[src/rtl/core/dsed_pkg.sv]
// Package: constants, register codes and shared types of the DoG extrema detector
package dsed_pkg;

  localparam int MaxCols  = 1024;
  localparam int ColW     = $clog2(MaxCols);
  localparam int RowLimit = 4096;
  localparam int RowW     = $clog2(RowLimit);
  localparam int Border   = 5;
  localparam int PixW     = 16;
  localparam int Layers   = 3;
  localparam int ThrW     = 15;
  localparam int ColRegW  = 11;
  localparam int RowRegW  = 13;
  localparam int CfgW     = 15;
  localparam int LineW    = Layers * PixW;
  localparam int InDataW  = 48;
  localparam int OutDataW = 48;

  typedef enum logic [1:0] {
    CFG_THRESHOLD = 2'd0,
    CFG_COLUMNS   = 2'd1,
    CFG_ROWS      = 2'd2
  } cfg_idx_t;

  typedef logic signed [PixW-1:0] pix_t;

  typedef struct packed {
    logic            dv;
    logic            interior;
    logic [RowW-1:0] row;
    logic [ColW-1:0] col;
  } meta_t;

  typedef struct packed {
    logic ge;
    logic le;
  } cmp_t;

  typedef struct packed {
    logic signed [PixW-1:0] value;
    logic [ColW-1:0]        col;
    logic [RowW-1:0]        row;
    logic                   is_min;
    logic                   is_max;
    logic                   dv;
  } result_t;

endpackage

[src/rtl/core/dsed_lane.sv]
// One layer lane: compares the centre pixel against the nine pixels of a 3x3 window
module dsed_lane
  import dsed_pkg::*;
(
  input  pix_t            centre,
  input  logic [8:0][PixW-1:0] nbr,
  output cmp_t            res
);

  logic [8:0] ge_v;
  logic [8:0] le_v;

  always_comb begin
    for (int k = 0; k < 9; k++) begin
      ge_v[k] = !(centre < signed'(nbr[k]));
      le_v[k] = !(centre > signed'(nbr[k]));
    end
    res.ge = &ge_v;
    res.le = &le_v;
  end

endmodule

[config.mk]
export PLATFORM = sky130hd
export DESIGN_NAME = dsed_lane
export DESIGN_NICKNAME = d
export VERILOG_FILES = /design/src/rtl/core/dsed_pkg.sv /design/src/rtl/core/dsed_lane.sv
export SDC_FILE = /design/constraint.sdc
export NUM_CORES = 1
export LEC_CHECK = 0
export ABC_AREA = 1
export BUFFER_PORTS_ARGS = -buffer_cell sky130_fd_sc_hd__buf_2
export CORE_ASPECT_RATIO = 1.4
export CORE_MARGIN = 5
export CORE_UTILIZATION = 35
export DETAILED_ROUTE_END_ITERATION = 10
export PLACE_DENSITY_LB_ADDON = 0.12
export SETUP_SLACK_MARGIN = 0.3
export SKIP_LAST_GASP = 1
export SLEW_MARGIN = 20
export SYNTH_ARGS = -nofsm -noshare
export SYNTH_HDL_FRONTEND = slang
export SYNTH_SLANG_ARGS = --single-unit
[constraint.sdc]
create_clock -name vclk -period 1.7
set_clock_uncertainty 0.05 [all_clocks]
set_input_delay 0.085 -clock vclk [all_inputs]
set_output_delay 0.085 -clock vclk [all_outputs]
set_load 0.02 [all_outputs]
Yosys cells after proc, flatten, opt, wreduce, memory -nomap -nowiden
Index checks and enable logic that the tools add are counted.
{ "word_totals": {"reg_bits": 0, "latch_bits": 0, "mem_bits_rw": 0, "romBits": 0, "in_bits": 160, "output_inout_bits": 2, "wordCells": 38, "n_memories": 0} }
{ "op_classes": {"add_sub_neg": 0, "mul": 0, "div_mod_pow": 0, "order_cmp": 18, "n_eq_ne": 0, "shift": 0, "n_mux": 0, "n_bitwise": 0, "reduce_logical": 20} }
{ "ops": {"columns": ["operator", "n"], "rows": [
  ["16-bit > comparator", 9],
  ["16-bit less-than comparator", 9],
  ["1-bit zero test", 18],
  ["9-bit AND reduction", 2]
]} }

Longest topological paths before layout
{ "depth": {"depth_word": 3, "mapped_depth": 18, "depth_no_buf": 18} }

Worst setup path after synthesis
OpenSTA, ideal clock, no wires.
{ "synth_path": {"path_type": "input-to-output", "start": "input centre[0]", "end": "output res[0] (netlist bit)", "t_arrival_ps": 1348, "required_ps": 1565, "slack_ps": 217, "path_stages": 18, "path_buffers": 0, "path_cell_list": "inv_1 ha_1 inv_1 nand2_1 nand2_1 nand2_1 nand2_1 nand2_1 nand2_1 nand2_1 nand2_1 nand2_1 nand2_2 nand2_1 nand2_1 nor2_1 nand2_1 nor2_2"} }
{ "synth_rtl": {"columns": ["element", "line_no", "source"], "rows": [
  ["start, declared", "dsed_lane.sv:5", "input pix_t centre,"],
  ["end, declared", "dsed_lane.sv:7", "output cmp_t res"]
]} }

==> results.md <==
- Post-Route WL: 11900 um
- Area of the core: 0.0113 sq mm
- Die area: about 0.014 sq mm
- Clk pwr share: 0
- Worst hold slack: about 0.94 ns
- Antenna cells: 0
- Comb pwr share: 1.000
- Via count: 4601
- Synth-to-Final Area Change: 44.6%
- Number of warnings issued by yosys: 0
- Routability cong.: 0.869
- Failing checks: negative setup slack
- Unrepaired setup endpoints after global routing: yes
- Status: complete, but fails checks
- Post-synthesis xor/xnor area fraction: 0
- Clock buffer cells: 0
- Worst EP required: 1.56 ns
- Die H: approximately 140 um
- Syn Area/Cell: around 6 sq um
- Cells after Synth: 666
- Mapped Area: between 0.004 and 0.005 sq mm
- Wire length per cell: 11.8 um
- Leak: ~3.7 nW
- Layout cells sized above 1: 0.323
- Drc violations: 0
- Via density: 4.54
- Fmax: between 0.5 and 0.6 GHz
- Initial Utilization: 0.357
- Slew headroom: 0.837
- Max-cap violations: 0
- Final Cycle Share: 1.07
- Cell variety after synth: 24
- Min Tclk post-route: about 1.8 ns
- First-pass GRT wire length: ~19000 um
- Compound-Gate Fraction of Synth Area: 0.124
- Endpoint class of the critical path: primary output
- Net Sw Frac: 0.518
- CP Class: input port to primary output
- Seq/Total Area, Yosys: 0
- Nets: 1175
- VDD IR-drop max: 0.0000987 V
- Sequential cell count: 0
- Slew Viols, Final: 0
- Power Dens Cells: about 240 mW/mm^2
- Most common cell after layout, fill and taps aside: inv_1
- Final ANT Viol Nets: 0
- GRT overflow: 0
- Pin count of the biggest net entering global routing: 10
- Switch Pwr: approximately 0.73 mW
- Port bufs: ~160
- Worst slew pin tran: approximately 0.24 ns
- Largest family of logic cells by synthesized area: adder cells
- Synth Area in Adders: 0.446
- Final Hold Fails: 0
- Seq pwr share: 0
- Most frequent cells in the layout: inv_1 (176), buf_2 (146), nand2_1 (133), ha_1 (117), a21oi_1 (53)
- Sequential standard cell area: 0 sq um
- Synth Area in Simple Gates: 0.256
- Total Power: ~1.4 mW
- Crit path arrival time: 1.68 ns
- Hold WC Path Type: input port to primary output
- Synthesized Nets: 970
- Post-cts hold buffer count: 0
- Drt pass-1 iters: 6
- Setup violators final: 2
- Post-synthesis mux area share: 0
- Final WS setup: -0.119 ns
- Cell Rows: 46
- Gr usage total: 0.166
- Initial antenna violation count: 0
- Initial DRC count: 87
- Crit Path Max Fanout: 9
- DP HPWL: 10900 um
- Vias in the first global route: approximately 4600
- Top Ports: 162
- Int Pwr: 0.684 mW
- Crit start category: input port
- Die W: ~100 um
-- final cells by class --
| class | count | area (sq um) |
|---|---|---|
| Tap cell | 144 | 180 |
| Multi-Input combinational cell | 478 | 3760 |
| Inverter | 188 | 709 |
| Fill cell | 1143 | 5490 |
| Timing Repair Buffer | 203 | 1200 |
-- path summary, 6_finish.rpt --
path / from / to / slack (ns) / cells past startpoint
setup / recovery: centre[10] / res[0] / -0.12 / 14
hold / removal: nbr[95] / res[1] / 0.94 / 11
-- cell families after synthesis --
group,count (synthesis)
simple gates,244
fa+ha+maj,144
buf+inv,188
compound gates,90
-- metal layers --
| layer | track usage | part of all wire |
|---|---|---|
| met1 | 0.197 | 0.42 |
| met2 | 0.323 | 0.51 |
| met3 | 0.0138 | 0.055 |
| met4 | 0.0210 | 0.015 |
| met5 | 0 | 0 |
-- stage by stage --
step           setup TNS (ns)  worst slack, ns  utilization  std cells  instance area, sq um
6_report               -0.224           -0.119        0.516       1013                  5850
2_1_floorplan               0            0.257            -        666                  4090
5_1_grt                -0.566           -0.283        0.516       1013                  5850
3_5_place_dp           -0.618           -0.358        0.474       1011                  5380
4_1_cts                -0.298           -0.153        0.497       1013                  5640
3_3_place_gp           -0.584           -0.332        0.474       1011                  5380
-- critical path: stages --
cell and delay (ns):
buf_4 0.16, ha_1 0.30, nand2_1 0.07, inv_2 0.04, o21ai_1 0.07, nand2_1 0.10
a21oi_2 0.19, nand3_2 0.12, nand3_2 0.09, nand2_2 0.07, nor2_4 0.08, nand2_2 0.06
nor2_4 0.12, buf_6 0.13
-- timing repair --
action                     CTS  global route
resized for setup           44            38
setup endpoints to repair    2             2
setup buffers                2             0
pin swaps                   17            23
gates cloned                 0             0
-- Yosys cell counts, drive strengths merged --
library cell  number  area, sq um
o21a               8         60.1
inv              185          694
o21ai             16         83.8
nor3               3         20.0
ha               144         1800
clkinv             3         11.3
nand3             36          198
nand2            149          567
a21oi             58          298
o21bai             7         52.6
a21o               1         7.51
nor2              48          193
nand4              8         56.3
-- power by group through the flow --
| stage | sequential, mW | clock [mW] | combinational (mW) |
|---|---|---|---|
| after floorplan | 0 | 0 | 0.762 |
| after global placement | 0 | 0 | 1.25 |
| after detailed placement | 0 | 0 | 1.29 |
| after CTS | 0 | 0 | 1.37 |
| after global routing | 0 | 0 | 1.64 |
| final | 0 | 0 | 1.42 |
Note: power is estimated with default switching activity, not from simulation.
