`src/rtl/core/dsed_pkg.sv`:
```
// Package: constants, register codes and shared types of the DoG extrema detector
package dsed_pkg;

  localparam int MaxCols  = 1024;
  localparam int ColW     = $clog2(MaxCols);
  localparam int RowLimit = 4096;
  localparam int RowW     = $clog2(RowLimit);
  localparam int Border   = 5;
  localparam int PixW     = 16;
  localparam int Layers   = 3;
  localparam int ThrW     = 15;
  localparam int ColRegW  = 11;
  localparam int RowRegW  = 13;
  localparam int CfgW     = 15;
  localparam int LineW    = Layers * PixW;
  localparam int InDataW  = 48;
  localparam int OutDataW = 48;

  typedef enum logic [1:0] {
    CFG_THRESHOLD = 2'd0,
    CFG_COLUMNS   = 2'd1,
    CFG_ROWS      = 2'd2
  } cfg_idx_t;

  typedef logic signed [PixW-1:0] pix_t;

  typedef struct packed {
    logic            dv;
    logic            interior;
    logic [RowW-1:0] row;
    logic [ColW-1:0] col;
  } meta_t;

  typedef struct packed {
    logic ge;
    logic le;
  } cmp_t;

  typedef struct packed {
    logic signed [PixW-1:0] value;
    logic [ColW-1:0]        col;
    logic [RowW-1:0]        row;
    logic                   is_min;
    logic                   is_max;
    logic                   dv;
  } result_t;

endpackage

```
`src/rtl/core/dsed_merge.sv`:
```
// Merge: combines lane compares, border and contrast tests into one result
module dsed_merge
  import dsed_pkg::*;
(
  input  meta_t             meta,
  input  pix_t              value,
  input  logic              above,
  input  cmp_t [Layers-1:0] cmp,
  output result_t           res
);

  logic all_ge;
  logic all_le;
  logic judge;

  always_comb begin
    all_ge = 1'b1;
    all_le = 1'b1;
    for (int l = 0; l < Layers; l++) begin
      all_ge &= cmp[l].ge;
      all_le &= cmp[l].le;
    end
    judge = meta.dv & meta.interior & above;
    res        = '0;
    if (meta.dv) begin
      res.dv     = 1'b1;
      res.is_max = judge & (value > 0) & all_ge;
      res.is_min = judge & (value < 0) & all_le;
      res.row    = meta.row;
      res.col    = meta.col;
      res.value  = value;
    end
  end

endmodule

```
`config.mk`:
```
export PLATFORM = sky130hd
export DESIGN_NAME = dsed_merge
export DESIGN_NICKNAME = d
export VERILOG_FILES = /design/src/rtl/core/dsed_pkg.sv /design/src/rtl/core/dsed_merge.sv
export SDC_FILE = /design/constraint.sdc
export NUM_CORES = 1
export LEC_CHECK = 0
export BUFFER_PORTS_ARGS = -buffer_cell sky130_fd_sc_hd__buf_4
export CORE_MARGIN = 10
export CORE_UTILIZATION = 24
export DETAILED_ROUTE_END_ITERATION = 7
export PLACE_DENSITY = 0.9
export RECOVER_POWER = 25
export SLEW_MARGIN = 20
export SYNTH_ARGS = -nofsm -noshare
export SYNTH_HDL_FRONTEND = slang
export SYNTH_SLANG_ARGS = --single-unit
```
`constraint.sdc`:
```
create_clock -name vclk -period 2.4
set_clock_uncertainty 0.2 [all_clocks]
set_input_delay 0.72 -clock vclk [all_inputs]
set_output_delay 0.72 -clock vclk [all_outputs]
set_load 0.01 [all_outputs]
```
# [Yosys cells after proc, flatten, opt, wreduce, memory -nomap -nowiden]
# Index checks and enable logic that the tools add are counted.
[classes] div=0 n_mux=1 addsub=0 eq_ne=0 n_mul=0 magnitude_cmp=2 n_reduce_logical=0 n_shift=0 n_bitwise=10
[op_table] cell="41-bit 2-to-1 mux" n=1
[op_table] cell="16-bit by 1-bit > comparator with 1-bit output, second input constant" n=1
[op_table] cell="16-bit by 1-bit < comparator with 1-bit output, second input constant" n=1
[op_table] cell="1-bit bitwise AND" n=10
[totals] latch_bits=0 mem_bits_ro=0 ramBits=0 ff_bits=0 n_memories=0 out_inout_bits=41 in_bits=47

# [Depth between registers and ports, before layout]
# Gate-level depths: netlist of run 1.
[depth] word_depth=5 mapped_depth=3 ltp_nobuf=3

# [Worst setup path after synthesis of run 1]
# OpenSTA, ideal clock, no wires.
[synth_path] path_type="input to output" from="input port value[5]" to="output port res[1] (netlist bit)" n_path_buf=0 arrival_ns=1.203 path_slack_ns=0.277 required_time_ns=1.480 stages=3 cell_sequence="nor4_1 > and4_1 > nor3_1"
[synth_lines] element="start, declared" line="dsed_merge.sv:6" rtl="input pix_t value,"
[synth_lines] element="end, declared" line="dsed_merge.sv:9" rtl="output result_t res"

==> impl_summary.log, run 1 <==
[metrics] via count of the first global-routing pass: 849
[metrics] largest net degree at the start of global routing: 24
[metrics] Via Count: 706
[metrics] max-slew violations: 0
[metrics] critical path class: in2out
[metrics] detailed-route wire length: 2670 microns
[metrics] distinct cell type count after synthesis: 12
[metrics] number of setup buffers added after CTS: 0
[metrics] highest clock rate: 413 MHz
[metrics] fraction of synthesized area in multiplexers: 0%
[metrics] post-route cell area: 0.00105 sq mm
[metrics] standby leakage power: 0.547 nW
[metrics] via count normalized by instance count: 4.64
[metrics] result of the run: finished, violations left
[metrics] GRT Total Usage: 13.9%
[metrics] area of the die: 0.00333 sq mm
[metrics] effective utilization at floorplan: 25.9%
[metrics] Chip Height: 57.7 microns
[metrics] share of synthesized cell area in full adder, half adder and majority cells: 0%
[metrics] top fanout value on the critical path: 2
[metrics] net count reported at finish: 186
[metrics] # placed instances: 152
[metrics] IO buf count: 88
[metrics] post-synthesis cell count: 53
[metrics] number of placed I/O pins: 88
[metrics] leading area contributor after synthesis: sky130_fd_sc_hd__and2_1
[metrics] share of the synthesized area in the top cell type: 67.8%
[metrics] Data required, critical path: 1.48 ns
[metrics] arrival time at the worst endpoint: 1.50 ns
[metrics] average size of a mapped cell: 6.44 sq um
[metrics] Worst Hold Launch: meta[10]
[metrics] dominant combinational cell family by area after synthesis: simple AND/OR/NAND/NOR gates
[metrics] switching component of the power: 0.0677 mW
[metrics] sequential group share of total power: 0%
[metrics] final hold violations: 0
[metrics] post-synthesis share of cell area spent on and, or, nand and nor gates: 89.4%
[metrics] global placer's final weighted congestion: 0.724
[metrics] post-cts hold buffer count: 0
[metrics] PnR worst setup slack: -0.0192 ns
[metrics] Post-Place Worst Slack: -0.0368 ns
[metrics] switching share of power: 37.9%
[metrics] library cell with the highest instance count after synthesis: sky130_fd_sc_hd__and2_1
[metrics] growth of design area from synthesis to finish: 209%
[metrics] remaining routing DRC violations: 0
[metrics] number of fill cells: 113
[metrics] layout cells sized above 1: 65.7%
[metrics] total internal power: 0.111 mW
[metrics] floorplan row count: 13
[metrics] post-layout minimum cycle time: 2.42 ns
[metrics] register area: 0 sq um
[metrics] final core utilization: 80.1%
[metrics] first element of the critical path: value[5]
[metrics] summed instance area of the synthesized netlist: 342 sq um
[metrics] warning count from the yosys run: 0
[metrics] worst-margin pin slew: 0.188 ns
[metrics] commonest cells in the synthesized netlist: sky130_fd_sc_hd__and2_1 (37), sky130_fd_sc_hd__nor4_1 (3), sky130_fd_sc_hd__buf_2 (2), sky130_fd_sc_hd__buf_4 (2), sky130_fd_sc_hd__nor3_1 (2)
[metrics] power density over the cells: 169 mW/mm^2
[metrics] wire length of the first global-routing pass: 3810 microns
[metrics] portion of total power attributed to combinational logic: 100.0%
[metrics] largest vdd supply drop: 0.0970 mV
[metrics] share of total power in the clock network: 0%
[metrics] compound-gate portion of the synthesized area: 0%
[metrics] setup repair after global routing missed its margin: yes
[metrics] width of the chip: 57.7 microns
[metrics] count of antenna-violating nets left after detailed routing: 0
[metrics] timing endpoint of the critical path: res[1]
[metrics] worst slew margin relative to its limit: 87.4%
[metrics] Initial DRC Count: 5
[metrics] Placed Area: 0.00100 sq mm
[metrics] Layout clock buffers: 0
[metrics] drt first pass iters: 2
[metrics] startpoint type of the worst setup path: primary input
[metrics] initial antenna violation count: 0
[metrics] Worst Hold Margin: 1.53 ns
[metrics] Critical Path Sink Type: output port
[metrics] Total Power Consumption: 0.178 mW
[metrics] number of sequential cells in the layout: 0
[metrics] post-synthesis share of cell area spent on xor and xnor gates: 0%
[metrics] Setup-failing EPs final: 1
[metrics] maximum capacitance violations: 0
[metrics] Core Area: 0.00132 sq mm
[metrics] global-route congestion overflow total: 0
[metrics] aggregate negative setup slack: -0.0192 ns
[metrics] Tcrit/Tclk final: 101%
[metrics] main area contributors after synthesis: sky130_fd_sc_hd__and2_1 (68%), sky130_fd_sc_hd__nor4_1 (5.5%), sky130_fd_sc_hd__buf_4 (4.4%)
[metrics] antenna cells: 0
[metrics] failing checks: setup timing
[metrics] Net Count, Synth: 100
[metrics] final instance count without filler cells: 152
[metrics] sequential cell area fraction in the yosys report: 0%
[metrics] wire length per cell: 17.6 microns
[metrics] worst hold path type: in2out
-- area by class of cell --
class	instances	area, sq um	share of cell area [%]
Timing Repair Buffer	89	684	64.9
Multi-Input combinational cell	48	352	33.3
Tap cell	15	18.8	1.78
-- critical path, cell delays in order --
cell,delay (ns)
sky130_fd_sc_hd__buf_6,0.10
sky130_fd_sc_hd__nor4_4,0.25
sky130_fd_sc_hd__and4_1,0.24
sky130_fd_sc_hd__nor3_2,0.05
sky130_fd_sc_hd__buf_4,0.14
-- routing by layer --
layer	GRT usage [%]	vias up	routed length, microns
li1	-	339	-
met1	8.97	319	751
met2	30.4	48	1500
met3	10.5	0	419
met4	0	0	0
met5	0	-	0
-- placed cells by master, fill, tap and decap left out --
cell type / instances
sky130_fd_sc_hd__buf_12: 1
sky130_fd_sc_hd__and2_1: 34
sky130_fd_sc_hd__nor2_1: 1
sky130_fd_sc_hd__and4_1: 1
sky130_fd_sc_hd__nand4b_1: 1
sky130_fd_sc_hd__nor4_4: 2
sky130_fd_sc_hd__nor3_2: 2
sky130_fd_sc_hd__buf_6: 7
sky130_fd_sc_hd__and2_2: 1
sky130_fd_sc_hd__nand3_2: 1
sky130_fd_sc_hd__and2_0: 3
sky130_fd_sc_hd__clkbuf_1: 6
sky130_fd_sc_hd__nand4_1: 1
sky130_fd_sc_hd__nor4_2: 1
sky130_fd_sc_hd__buf_4: 75
-- worst min path at each step --
stage / end / cells past startpoint
2_1_floorplan: res[0] / 1
3_3_place_gp: res[18] / 3
3_5_place_dp: res[3] / 3
4_1_cts: res[39] / 3
5_1_grt: res[22] / 3
6_report: res[3] / 3
-- cells by family after synthesis --
group / Yosys count
buffers and inverters: 5
AND/OR/NAND/NOR: 48
-- timing repair --
item / 4_1_cts / 5_1_grt
resized for setup: 8 / 6
endpoints found under the setup margin: 1 / 1
pin swaps: 5 / 4
-- power by group through the flow --
stage	clock (mW)	sequential (mW)	combinational, mW
finish	0	0	0.178
CTS	0	0	0.179
global placement	0	0	0.169
floorplan	0	0	0.0551
global route	0	0	0.193
detailed placement	0	0	0.174
(Power assumes the default switching activity.)
==> run 2, diff against run 1 <==
CORE_MARGIN = not set   (was 10)
PLACE_DENSITY = not set   (was 0.9)
PLACE_DENSITY_LB_ADDON = 0.15   (was not set)
==> run 2 against run 1 <==
- the run still ends with setup timing left
- cell area is 3.1% lower
- global-route usage is 4.8 points higher
- worst hold slack worse by 0.0024 ns
- largest cell class unchanged
- maximum frequency is 1.1% lower
- combinational power is 5% lower
- non-clock buffer count is 1 higher
- wire length is 36% lower
- count of clock-buffer cells in the layout stayed put
- core utilization is 2.5 points lower
- via count is 5.9% lower
==> impl_summary.log, run 2 (synthesis results as in run 1) <==
[metrics] initial antenna violation count: 0 (unchanged)
[metrics] count of antenna-violating nets left after detailed routing: 0 (unchanged)
[metrics] max-slew violations: 0 (unchanged)
[metrics] worst hold path type: in2out
[metrics] number of sequential cells in the layout: 0 (unchanged)
[metrics] area of the die: 0.00158 sq mm (-53%)
[metrics] failing checks: setup timing
[metrics] Post-Place Worst Slack: -0.110 ns (-0.0734 ns)
[metrics] number of fill cells: 110 (-2.7%)
[metrics] post-layout minimum cycle time: 2.45 ns (+0.0265 ns)
[metrics] detailed-route wire length: 1720 microns (-36%)
[metrics] global-route congestion overflow total: 0 (unchanged)
[metrics] antenna cells: 0 (unchanged)
[metrics] Core Area: 0.00132 sq mm (unchanged)
[metrics] portion of total power attributed to combinational logic: 100.0% (about the same)
[metrics] remaining routing DRC violations: 0 (unchanged)
[metrics] via count normalized by instance count: 4.34 (-6.6%)
[metrics] Chip Height: 39.7 microns (-31%)
[metrics] floorplan row count: 13 (unchanged)
[metrics] Tcrit/Tclk final: 102% (+1.1 points)
[metrics] Total Power Consumption: 0.169 mW (-5.4%)
[metrics] Worst Hold Launch: meta[12]
[metrics] largest vdd supply drop: 0.0992 mV (+2.3%)
[metrics] critical path class: in2out
[metrics] top fanout value on the critical path: 2 (unchanged)
[metrics] net count reported at finish: 187 (+0.54%)
[metrics] area of combinational cells with multiple inputs: 347 sq um (-1.4%)
[metrics] setup repair after global routing missed its margin: yes
[metrics] startpoint type of the worst setup path: primary input
[metrics] largest net degree at the start of global routing: 30 (+25%)
[metrics] layout cells sized above 1: 63.0% (-2.6 points)
[metrics] number of placed I/O pins: 88 (unchanged)
[metrics] standby leakage power: 0.533 nW (-2.6%)
[metrics] hold depth: 3 (unchanged)
[metrics] total internal power: 0.106 mW (-4.7%)
[metrics] number of setup buffers added after CTS: 0 (unchanged)
[metrics] via count of the first global-routing pass: 488 (-43%)
[metrics] drt first pass iters: 2 (unchanged)
[metrics] arrival time at the worst endpoint: 1.53 ns (+0.03 ns)
[metrics] switching share of power: 37.4% (-0.50 points)
[metrics] Data required, critical path: 1.48 ns (about the same)
[metrics] effective utilization at floorplan: 25.9% (unchanged)
[metrics] growth of design area from synthesis to finish: 199%
[metrics] IO buf count: 88 (unchanged)
[metrics] Critical Path Sink Type: output port
[metrics] sequential group share of total power: 0% (unchanged)
[metrics] wire length of the first global-routing pass: 2100 microns (-45%)
[metrics] most frequent standard cell in the layout excluding fill and tap cells: sky130_fd_sc_hd__buf_4
[metrics] wire length per cell: 11.2 microns (-36%)
[metrics] global placer's final weighted congestion: 0.658 (-9.2%)
[metrics] highest clock rate: 409 MHz (-1.1%)
[metrics] worst-margin pin slew: 0.212 ns (+0.0241 ns)
[metrics] Layout clock buffers: 0 (unchanged)
[metrics] Initial DRC Count: 3 (-2)
[metrics] width of the chip: 39.7 microns (-31%)
[metrics] Setup-failing EPs final: 1 (unchanged)
[metrics] Endpoint, Worst Hold: res[5]
[metrics] commonest cells after routing, fill and taps aside: sky130_fd_sc_hd__buf_4 (77), sky130_fd_sc_hd__and2_1 (37), sky130_fd_sc_hd__clkbuf_1 (9)
[metrics] final core utilization: 77.6% (-2.5 points)
[metrics] register area: 0 sq um (unchanged)
[metrics] worst slew margin relative to its limit: 85.8% (-1.6 points)
[metrics] Via Count: 664 (-5.9%)
[metrics] switching component of the power: 0.0632 mW (-6.7%)
[metrics] maximum capacitance violations: 0 (unchanged)
[metrics] power density over the cells: 165 mW/mm^2 (-2.4%)
[metrics] GRT Total Usage: 18.7% (+4.8 points)
[metrics] share of total power in the clock network: 0% (unchanged)
[metrics] final hold violations: 0 (unchanged)
[metrics] PnR worst setup slack: -0.0457 ns (-0.0265 ns)
[metrics] result of the run: finished, violations left
[metrics] Worst Hold Margin: 1.53 ns (-0.00239 ns)
[metrics] aggregate negative setup slack: -0.0457 ns (-0.0265 ns)
## run 2: changes by cell type in the layout (fill, tap and decap cells not counted), sizes merged
cell | previous run | this run
buf | 83 | 81
clkbuf | 6 | 9
## run 2: metrics by stage
stage          instances  cell area (sq um)
6_report             153               1020
5_1_grt              153               1020
4_1_cts              153               1050
3_5_place_dp         153               1000
3_3_place_gp         153               1000
2_1_floorplan         53                342
## run 2: repair_timing
| item | in CTS | in global routing |
|---|---|---|
| setup endpoints to repair | 1 | 1 |
| pin swaps | 4 | 3 |
| gates resized for setup | 8 | 2 |
| hold buffers | 0 | 0 |
## run 2: how the worst max path moves through the flow
stage	startpoint	end	slack, ns	cells past startpoint
floorplan	value[5]	res[1]	0.28	3
global placement	value[5]	res[1]	-0.03	5
detailed placement	value[13]	res[1]	-0.11	5
CTS	value[6]	res[1]	-0.06	5
global route	value[13]	res[1]	-0.08	5
finish	value[13]	res[1]	-0.05	5
## run 2: critical path: stages
cell	delay (ns)
sky130_fd_sc_hd__buf_6	0.10
sky130_fd_sc_hd__nor4_4	0.27
sky130_fd_sc_hd__and4_1	0.25
sky130_fd_sc_hd__nor3_2	0.04
sky130_fd_sc_hd__buf_4	0.13
## run 2: area by class of cell
cell class	count	share of cell area [%]
multi-input cells	48	33.9
well taps	15	1.84
repair buffers	90	64.3
## run 2: metal layers
metal	share of wire, %	routed length (microns)	track usage, %	up-vias
li1	-	-	-	341
met5	0	0	0	-
met3	8.7	149	0.568	0
met4	0	0	0	0
met1	36	624	19.7	280
met2	55	944	41.0	43
## run 2: power by group through the flow
stage,logic [mW],registers (mW),clock network (mW)
after floorplan,0.0551,0,0
after detailed placement,0.166,0,0
final,0.169,0,0
after global placement,0.163,0,0
after global routing,0.181,0,0
after CTS,0.173,0,0
